**config.mk**
```make
export PLATFORM = sky130hd
export DESIGN_NAME = tlb_fill_and_maintain
export DESIGN_NICKNAME = d
export VERILOG_FILES = /design/src/rtl/tlbfm_pkg.sv /design/src/rtl/tlbfm_ctrl.sv /design/src/rtl/tlbfm_dpath.sv /design/src/rtl/tlb_fill_and_maintain.sv
export SDC_FILE = /design/constraint.sdc
export NUM_CORES = 2
export LEC_CHECK = 0
export BUFFER_PORTS_ARGS = -buffer_cell sky130_fd_sc_hd__buf_4
export CAP_MARGIN = 40
export CORE_ASPECT_RATIO = 0.75
export CORE_MARGIN = 10
export CORE_UTILIZATION = 45
export DETAILED_ROUTE_END_ITERATION = 6
export HOLD_SLACK_MARGIN = 0.02
export SETUP_SLACK_MARGIN = 0.05
export SLEW_MARGIN = 20
export SYNTH_ARGS = -nofsm -noshare
export SYNTH_HDL_FRONTEND = slang
export SYNTH_SLANG_ARGS = --single-unit
```
**constraint.sdc**
```tcl
create_clock -name clk -period 4.85 [get_ports clk]
set_input_delay 1.455 -clock clk [delete_from_list [all_inputs] [get_ports clk]]
set_output_delay 1.455 -clock clk [all_outputs]
set_load 0.005 [all_outputs]
```
**src/rtl/tlbfm_pkg.sv**
```systemverilog
// Shared types and constants for the TLB fill and maintenance block.
package tlbfm_pkg;

  localparam int unsigned ADDR_W  = 32;
  localparam int unsigned FRAME_W = 20;
  localparam int unsigned SLOT_W  = 6;
  localparam int unsigned COUNT_W = 7;

  typedef enum logic [1:0] {
    MODE_FILL    = 2'd0,
    MODE_REFRESH = 2'd1,
    MODE_PROTECT = 2'd2,
    MODE_FLUSH   = 2'd3
  } mode_t;

  typedef struct packed {
    mode_t               mode;
    logic                has_space;
    logic [ADDR_W-1:0]   vaddr;
    logic [FRAME_W-1:0]  phys_frame;
    logic                writable;
    logic [SLOT_W-1:0]   slot_index;
    logic [ADDR_W-1:0]   seg_base;
    logic [ADDR_W-1:0]   seg_size;
  } request_t;

  typedef struct packed {
    logic                status;
    logic [SLOT_W-1:0]   slot_used;
    logic                evicted;
    logic [COUNT_W-1:0]  updated_count;
  } result_t;

  typedef enum logic [2:0] {
    ST_IDLE,
    ST_FILL,
    ST_REFRESH,
    ST_REFRESH_LAST,
    ST_PROT_READ,
    ST_PROT_CHECK,
    ST_FLUSH
  } state_t;

  // Commands from the controller to the datapath.
  typedef struct packed {
    logic load;
    logic cnt_inc;
    logic rd_issue;
    logic cmp_en;
    logic fill_free;
    logic fill_evict;
    logic fault;
    logic prot_apply;
    logic flush;
    logic finish;
  } cmd_t;

  // Status from the datapath to the controller.
  typedef struct packed {
    logic has_space;
    logic slot_free;
    logic cnt_zero;
    logic cnt_last;
  } stat_t;

endpackage

```
**src/rtl/tlbfm_ctrl.sv**
```systemverilog
// Sequencing state machine for the TLB fill and maintenance block.
module tlbfm_ctrl (
  input  logic             clk,
  input  logic             rst,
  input  logic             start,
  input  tlbfm_pkg::mode_t mode,
  input  tlbfm_pkg::stat_t stat,
  output tlbfm_pkg::cmd_t  cmd,
  output logic             busy
);
  import tlbfm_pkg::*;

  state_t state;
  state_t state_next;

  always_ff @(posedge clk) begin
    if (rst) begin
      state <= ST_IDLE;
    end else begin
      state <= state_next;
    end
  end

  always_comb begin
    state_next = state;
    cmd        = '0;
    unique case (state)
      ST_IDLE: begin
        if (start) begin
          cmd.load = 1'b1;
          unique case (mode)
            MODE_FILL:    state_next = ST_FILL;
            MODE_REFRESH: state_next = ST_REFRESH;
            MODE_PROTECT: state_next = ST_PROT_READ;
            MODE_FLUSH:   state_next = ST_FLUSH;
            default:      state_next = ST_IDLE;
          endcase
        end
      end
      ST_FILL: begin
        if (!stat.has_space) begin
          cmd.fault  = 1'b1;
          cmd.finish = 1'b1;
          state_next = ST_IDLE;
        end else if (stat.slot_free) begin
          cmd.fill_free = 1'b1;
          cmd.finish    = 1'b1;
          state_next    = ST_IDLE;
        end else if (stat.cnt_last) begin
          cmd.fill_evict = 1'b1;
          cmd.finish     = 1'b1;
          state_next     = ST_IDLE;
        end else begin
          cmd.cnt_inc = 1'b1;
        end
      end
      ST_REFRESH: begin
        cmd.rd_issue = 1'b1;
        cmd.cmp_en   = !stat.cnt_zero;
        if (stat.cnt_last) begin
          state_next = ST_REFRESH_LAST;
        end else begin
          cmd.cnt_inc = 1'b1;
        end
      end
      ST_REFRESH_LAST: begin
        cmd.cmp_en = 1'b1;
        cmd.finish = 1'b1;
        state_next = ST_IDLE;
      end
      ST_PROT_READ: begin
        cmd.rd_issue = 1'b1;
        state_next   = ST_PROT_CHECK;
      end
      ST_PROT_CHECK: begin
        cmd.prot_apply = 1'b1;
        cmd.finish     = 1'b1;
        state_next     = ST_IDLE;
      end
      ST_FLUSH: begin
        cmd.flush  = 1'b1;
        cmd.finish = 1'b1;
        state_next = ST_IDLE;
      end
      default: begin
        state_next = ST_IDLE;
      end
    endcase
  end

  assign busy = (state != ST_IDLE);

endmodule

```
**src/rtl/tlbfm_dpath.sv**
```systemverilog
// Entry storage, scan counter, compare logic and result registers of the TLB.
module tlbfm_dpath #(
  parameter int unsigned ENTRIES   = 64,
  parameter int unsigned PAGE_BITS = 12
) (
  input  logic                clk,
  input  logic                rst,
  input  tlbfm_pkg::request_t request,
  input  tlbfm_pkg::cmd_t     cmd,
  output tlbfm_pkg::stat_t    stat,
  output tlbfm_pkg::result_t  result,
  output logic                done
);
  import tlbfm_pkg::*;

  localparam int unsigned IW = $clog2(ENTRIES);
  localparam int unsigned CW = $clog2(ENTRIES + 1);
  localparam int unsigned PW = ADDR_W - PAGE_BITS;
  localparam int unsigned XW = 9;

  request_t               req;
  logic [ENTRIES-1:0]     valid;
  logic [ENTRIES-1:0]     wr_bit;
  logic [IW-1:0]          victim;
  logic [IW-1:0]          cnt;
  logic [IW-1:0]          rd_idx;
  logic [PW-1:0]          rdata;
  logic [ADDR_W:0]        seg_end;
  logic [CW-1:0]          count;
  logic                   res_status;
  logic [SLOT_W-1:0]      res_slot;
  logic                   res_evicted;

  logic [PW-1:0]          page_mem  [ENTRIES];
  logic [FRAME_W-1:0]     frame_mem [ENTRIES];

  logic [PW-1:0]          page_in;
  logic [XW-1:0]          slot_ext;
  logic [IW-1:0]          pidx;
  logic                   slot_ok;
  logic [IW-1:0]          raddr;
  logic [IW-1:0]          wa;
  logic                   fill_we;
  logic                   match;
  logic                   hit_we;
  logic [ADDR_W:0]        prot_addr;
  logic                   prot_ok;
  logic [XW-1:0]          wa_ext;
  logic [XW-1:0]          count_ext;

  assign page_in   = req.vaddr[ADDR_W-1:PAGE_BITS];
  assign slot_ext  = XW'(req.slot_index);
  assign pidx      = slot_ext[IW-1:0];
  assign slot_ok   = (slot_ext < XW'(ENTRIES));
  assign raddr     = (req.mode == MODE_PROTECT) ? pidx : cnt;
  assign wa        = cmd.fill_evict ? victim : cnt;
  assign fill_we   = cmd.fill_free || cmd.fill_evict;
  assign match     = valid[rd_idx] && (rdata == page_in);
  assign hit_we    = cmd.cmp_en && match;
  assign prot_addr = {1'b0, rdata, {PAGE_BITS{1'b0}}};
  assign prot_ok   = slot_ok && valid[pidx] &&
                     (prot_addr >= {1'b0, req.seg_base}) && (prot_addr < seg_end);
  assign wa_ext    = XW'(wa);
  assign count_ext = XW'(count);

  always_comb begin
    stat.has_space = req.has_space;
    stat.slot_free = !valid[cnt];
    stat.cnt_zero  = (cnt == '0);
    stat.cnt_last  = (cnt == IW'(ENTRIES - 1));
  end

  // Control state: valid and writable bits, victim pointer, scan counter, strobe.
  always_ff @(posedge clk) begin
    if (rst) begin
      valid  <= '0;
      wr_bit <= '0;
      victim <= '0;
      cnt    <= '0;
      done   <= 1'b0;
    end else begin
      done <= cmd.finish;
      if (cmd.load) begin
        cnt <= '0;
      end else if (cmd.cnt_inc) begin
        cnt <= cnt + IW'(1);
      end
      if (cmd.flush) begin
        valid  <= '0;
        wr_bit <= '0;
        victim <= '0;
      end
      if (fill_we) begin
        valid[wa]  <= 1'b1;
        wr_bit[wa] <= req.writable;
      end
      if (cmd.fill_evict) begin
        victim <= (victim == IW'(ENTRIES - 1)) ? '0 : victim + IW'(1);
      end
      if (hit_we) begin
        wr_bit[rd_idx] <= req.writable;
      end
      if (cmd.prot_apply && prot_ok) begin
        wr_bit[pidx] <= 1'b0;
      end
    end
  end

  // Request capture, read pipeline and result registers.
  always_ff @(posedge clk) begin
    seg_end <= {1'b0, req.seg_base} + {1'b0, req.seg_size};
    if (cmd.load) begin
      req         <= request;
      count       <= '0;
      res_status  <= 1'b0;
      res_slot    <= '0;
      res_evicted <= 1'b0;
    end else begin
      if (cmd.fault || (cmd.prot_apply && !prot_ok)) begin
        res_status <= 1'b1;
      end
      if (fill_we) begin
        res_slot <= wa_ext[SLOT_W-1:0];
      end
      if (cmd.fill_evict) begin
        res_evicted <= 1'b1;
      end
      if (hit_we) begin
        count <= count + CW'(1);
      end
    end
    if (cmd.rd_issue) begin
      rd_idx <= raddr;
    end
  end

  // Page memory: one write port, one registered read port.
  always_ff @(posedge clk) begin
    if (fill_we) begin
      page_mem[wa] <= page_in;
    end
    if (cmd.rd_issue) begin
      rdata <= page_mem[raddr];
    end
  end

  // Frame memory: written by fills and by refresh hits.
  always_ff @(posedge clk) begin
    if (fill_we) begin
      frame_mem[wa] <= req.phys_frame;
    end else if (hit_we) begin
      frame_mem[rd_idx] <= req.phys_frame;
    end
  end

  always_comb begin
    result.status        = res_status;
    result.slot_used     = res_slot;
    result.evicted       = res_evicted;
    result.updated_count = count_ext[COUNT_W-1:0];
  end

endmodule

```
**src/rtl/tlb_fill_and_maintain.sv**
```systemverilog
// Top level of the fully associative TLB with fill, refresh, protect and flush.
//
//   channel   handshake        payload    direction
//   request   start / busy     request    in: accepted when start is high and busy low
//   result    done (strobe)    result     out: valid for the single cycle done is high
//
// A fill takes the first free entry that its scan finds, evicts at the victim
// pointer when none is free and faults when there is no address space; a
// refresh compares every entry, a protect reads one entry and checks it, and a
// flush clears every valid bit. Fills and refreshes use the scan counter, which
// visits one entry per cycle over the valid bits and the single read port of
// the page memory. The block takes a new request in the cycle its result is
// shown. Reset clears every valid and writable bit and the victim pointer at
// once; page and frame memories hold no reset value. The receiver cannot stall.
module tlb_fill_and_maintain #(
  parameter int unsigned ENTRIES   = 64,
  parameter int unsigned PAGE_BITS = 12
) (
  input  logic                clk,
  input  logic                rst,
  input  logic                start,
  output logic                busy,
  input  tlbfm_pkg::request_t request,
  output logic                done,
  output tlbfm_pkg::result_t  result
);
  import tlbfm_pkg::*;

  // The controller walks each request through its states; the datapath
  // holds the entries and turns each command into the matching update.
  cmd_t  cmd;
  stat_t stat;

  tlbfm_ctrl u_ctrl (
    .clk   (clk),
    .rst   (rst),
    .start (start),
    .mode  (request.mode),
    .stat  (stat),
    .cmd   (cmd),
    .busy  (busy)
  );

  tlbfm_dpath #(
    .ENTRIES   (ENTRIES),
    .PAGE_BITS (PAGE_BITS)
  ) u_dpath (
    .clk     (clk),
    .rst     (rst),
    .request (request),
    .cmd     (cmd),
    .stat    (stat),
    .result  (result),
    .done    (done)
  );

endmodule
```
==> key figures <==
Flow run
  • Max-cap check violation count: 0

Die
  • Row count: around 120
  • Die area: 157000 µm²
  • Die Y: 345 µm
  • Total core area: about 140000 µm²
  • IO Count: between 100 and 150
  • Initial Utilization: 0.453
  • Die width: between 400 and 500 µm

Synth
  • Syn Area/Cell: between 10 and 15 µm²
  • Cell area after synthesis: 63500 µm²
  • Commonest register cell after synthesis: edfxtp_1
  • Number of flops mapped to enable cells by yosys: between 1000 and 1500
  • Synth cell types: 84
  • Post-synthesis sequential area ratio: 0.702
  • Post-Synthesis Cells: 5042
  • Ys Warns: 0
  • Area share of the largest cell type after synthesis: 0.662
  • Area contributors post-synth: edfxtp_1 (66%), nand2_1 (7.8%), nand3_1 (5.2%)
  • Asr flop ratio synth: 0
  • Yosys reg bits: 1527
  • Top-count cell post-synth: edfxtp_1
  • Post-Syn Nets: 5248
  • Top cells by count, synth: edfxtp_1 (1399), nand2_1 (1327), nand3_1 (659)
  • Largest area contributor in the netlist: edfxtp_1

CTS
  • Sink Count: roughly 1500
  • CTS tree: built
  • Cts bufs inserted: 147
  • Clock latency on the worst-skew pair: 0.79 ns
  • CTS Hold Bufs: 0
  • Postcts setup bufs: 0
  • Post-CTS sizing: 0
  • Clk root buf: clkbuf_16
  • CTS H-tree depth: 4
  • Reg clk slew, reported paths: 0.06 ns
  • Worst-case clock buffer depth: 3

Worst setup path
  • Crit-path max cell delay: 0.83 ns
  • CP max FO: 16
  • Slowest stage cell, crit path: dfxtp_1
  • Critical Path End Type: flip-flop
  • Req. time, crit path: 5.31 ns
  • Setup CP Type: flip-flop to flip-flop
  • Arr. time, crit path: 5.07 ns
  • Setup crit start kind: flip-flop
  • Crit-path cells: buf_4 > mux4_2 > mux2_2 > nand2_1 > o221a_1 > o221ai_2 > and2b_1 > nand2_1 > nor2_2 > buf_4
  • R2r setup slk: 0.24 ns

Worst hold path
  • Worst Hold Class: flip-flop to flip-flop

Status
  • Status: complete, no violations

Timing
  • Hold Vio Cnt, Final: 0
  • Slew Viols, Final: 0
  • Final period utilization: 0.951
  • Slew at the pin closest to its max-slew limit: just over 1 ns
  • RSZ-0062 raised after global routing: no
  • Final Hold Slack: 0.466 ns
  • Relative slew slack: 0.321
  • Achievable frequency: 217 MHz
  • Endpoints failing setup: 0
  • Final worst setup slack: approximately 0.24 ns
  • Layout Skew: 0.0301 ns
  • Setup TNS: 0 ns
  • Minimum clock period: 4.61 ns

Routing
  • DR WL/cell: about 25 µm
  • Routed WL: roughly 180000 µm
  • Average vias per placed instance: about 5.8
  • Final ANT Viol Nets: 0
  • DRC Markers: 0
  • 1st-iter DRT viols: 5110
  • DR pass1 iterations: 6
  • Vias: 42200

Cells and area
  • Area growth from synthesis to layout: 14.6%
  • Final Util: 0.519
  • Share of cells above drive strength 1: 0.137
  • Final net count: between 5000 and 6000

Power
  • Leakage power: around 25 nW
  • P per Cell Area: about 430 nW/µm²
  • Worst VDD drop: 0.352 mV

Placed design
  • Pre-CTS setup slack: 0.415 ns
  • Routability cong.: 0.878
  • DP HPWL: 104000 µm
  • Port buffer count: roughly 110

GRT
  • Vias in the first global route: 39300
  • Largest net degree at the start of global routing: 126
  • Gr usage total: 0.223
  • Antenna violations before repair: 2
  • Total congestion overflow: 0
  • First-pass GRT wire length: 264000 µm
## layer usage
layer / vias up / wire (µm) / GRT usage
met3: 261 / 18400 / 0.0575
met5: - / 0 / 0
met2: 1950 / 78700 / 0.325
met4: 0 / 4310 / 0.0613
li1: 19000 / - / -
met1: 20900 / 78700 / 0.329
## critical path: cells and delay by family (launching register included)
family | cells | cell delay (ns)
mux | 2 | 0.82
simple gates | 4 | 1.46
flops | 1 | 0.83
compound gates | 2 | 0.44
buf+inv | 2 | 0.71
## placed cells by master (no fill, tap or decap), types with 83 or more instances in the layout
cell type,synthesis,final
nand2_1,1327,1327
a21oi_1,104,100
nand3_1,659,659
a311oi_1,221,221
buf_4,5,325
clkbuf_16,0,152
edfxtp_1,1399,1399
nor2_1,146,83
dfxtp_1,128,128
and3_1,86,86
## power breakdown
part	leakage [nW]	switching [mW]	internal [mW]
Clock	2.25	4.95	6.23
Combinational	9.49	3.46	1.64
Sequential	13.7	0.224	15.0
## cell type report
type	instances	area, µm²
diodes	2	5.00
clock buffers	195	4000
clock inverters	69	589
fillers	11900	67500
inverters	63	253
multi-input cells	3117	17600
flip-flops and latches	1527	44600
well taps	1875	2350
repair buffers	379	3430
## state kept, by name, summed over array words and instances, names as in the netlist
signal and flops:
u_dpath.page_mem 1280, u_dpath.req 66, u_dpath.valid 64, u_dpath.seg_end 33, u_dpath.page_in 20, u_dpath.rdata 20, u_dpath.count 7, u_dpath.cnt 6
u_dpath.pidx 6, u_dpath.rd_idx 6, u_dpath.res_slot 6, u_dpath.victim 6, u_ctrl.state 3, u_dpath.done 1, u_dpath.res_evicted 1, u_dpath.res_status 1
u_dpath.stat 1
## cell families after synthesis
kind of cell             share of synthesized area
AO/OA/AOI/OAI                               0.0646
XOR/XNOR                                   0.00800
adder cells (fa/ha/maj)                     0.0153
buffers and inverters                       0.0254
flip-flops                                   0.702
multiplexers                                0.0231
AND/OR/NAND/NOR                              0.162
## stage by stage
step	total power, mW	cell area [µm²]	instances
2_1_floorplan	18.4	63500	5042
3_3_place_gp	20.4	67900	6940
3_5_place_dp	20.5	67900	6950
4_1_cts	31.6	72500	7214
5_1_grt	32.7	72700	7225
6_report	31.5	72800	7227
## path summary, 6_finish.rpt
path,start,to,cells after the start
min reg2reg,u_dpath.res_evicted,u_dpath.res_evicted,2
min,u_dpath.res_evicted,u_dpath.res_evicted,2
max,u_dpath.cnt[0],u_dpath.page_mem[25][6],10
max reg2reg,u_dpath.cnt[0],u_dpath.page_mem[25][6],10
Power figures use the tool's default switching activity.
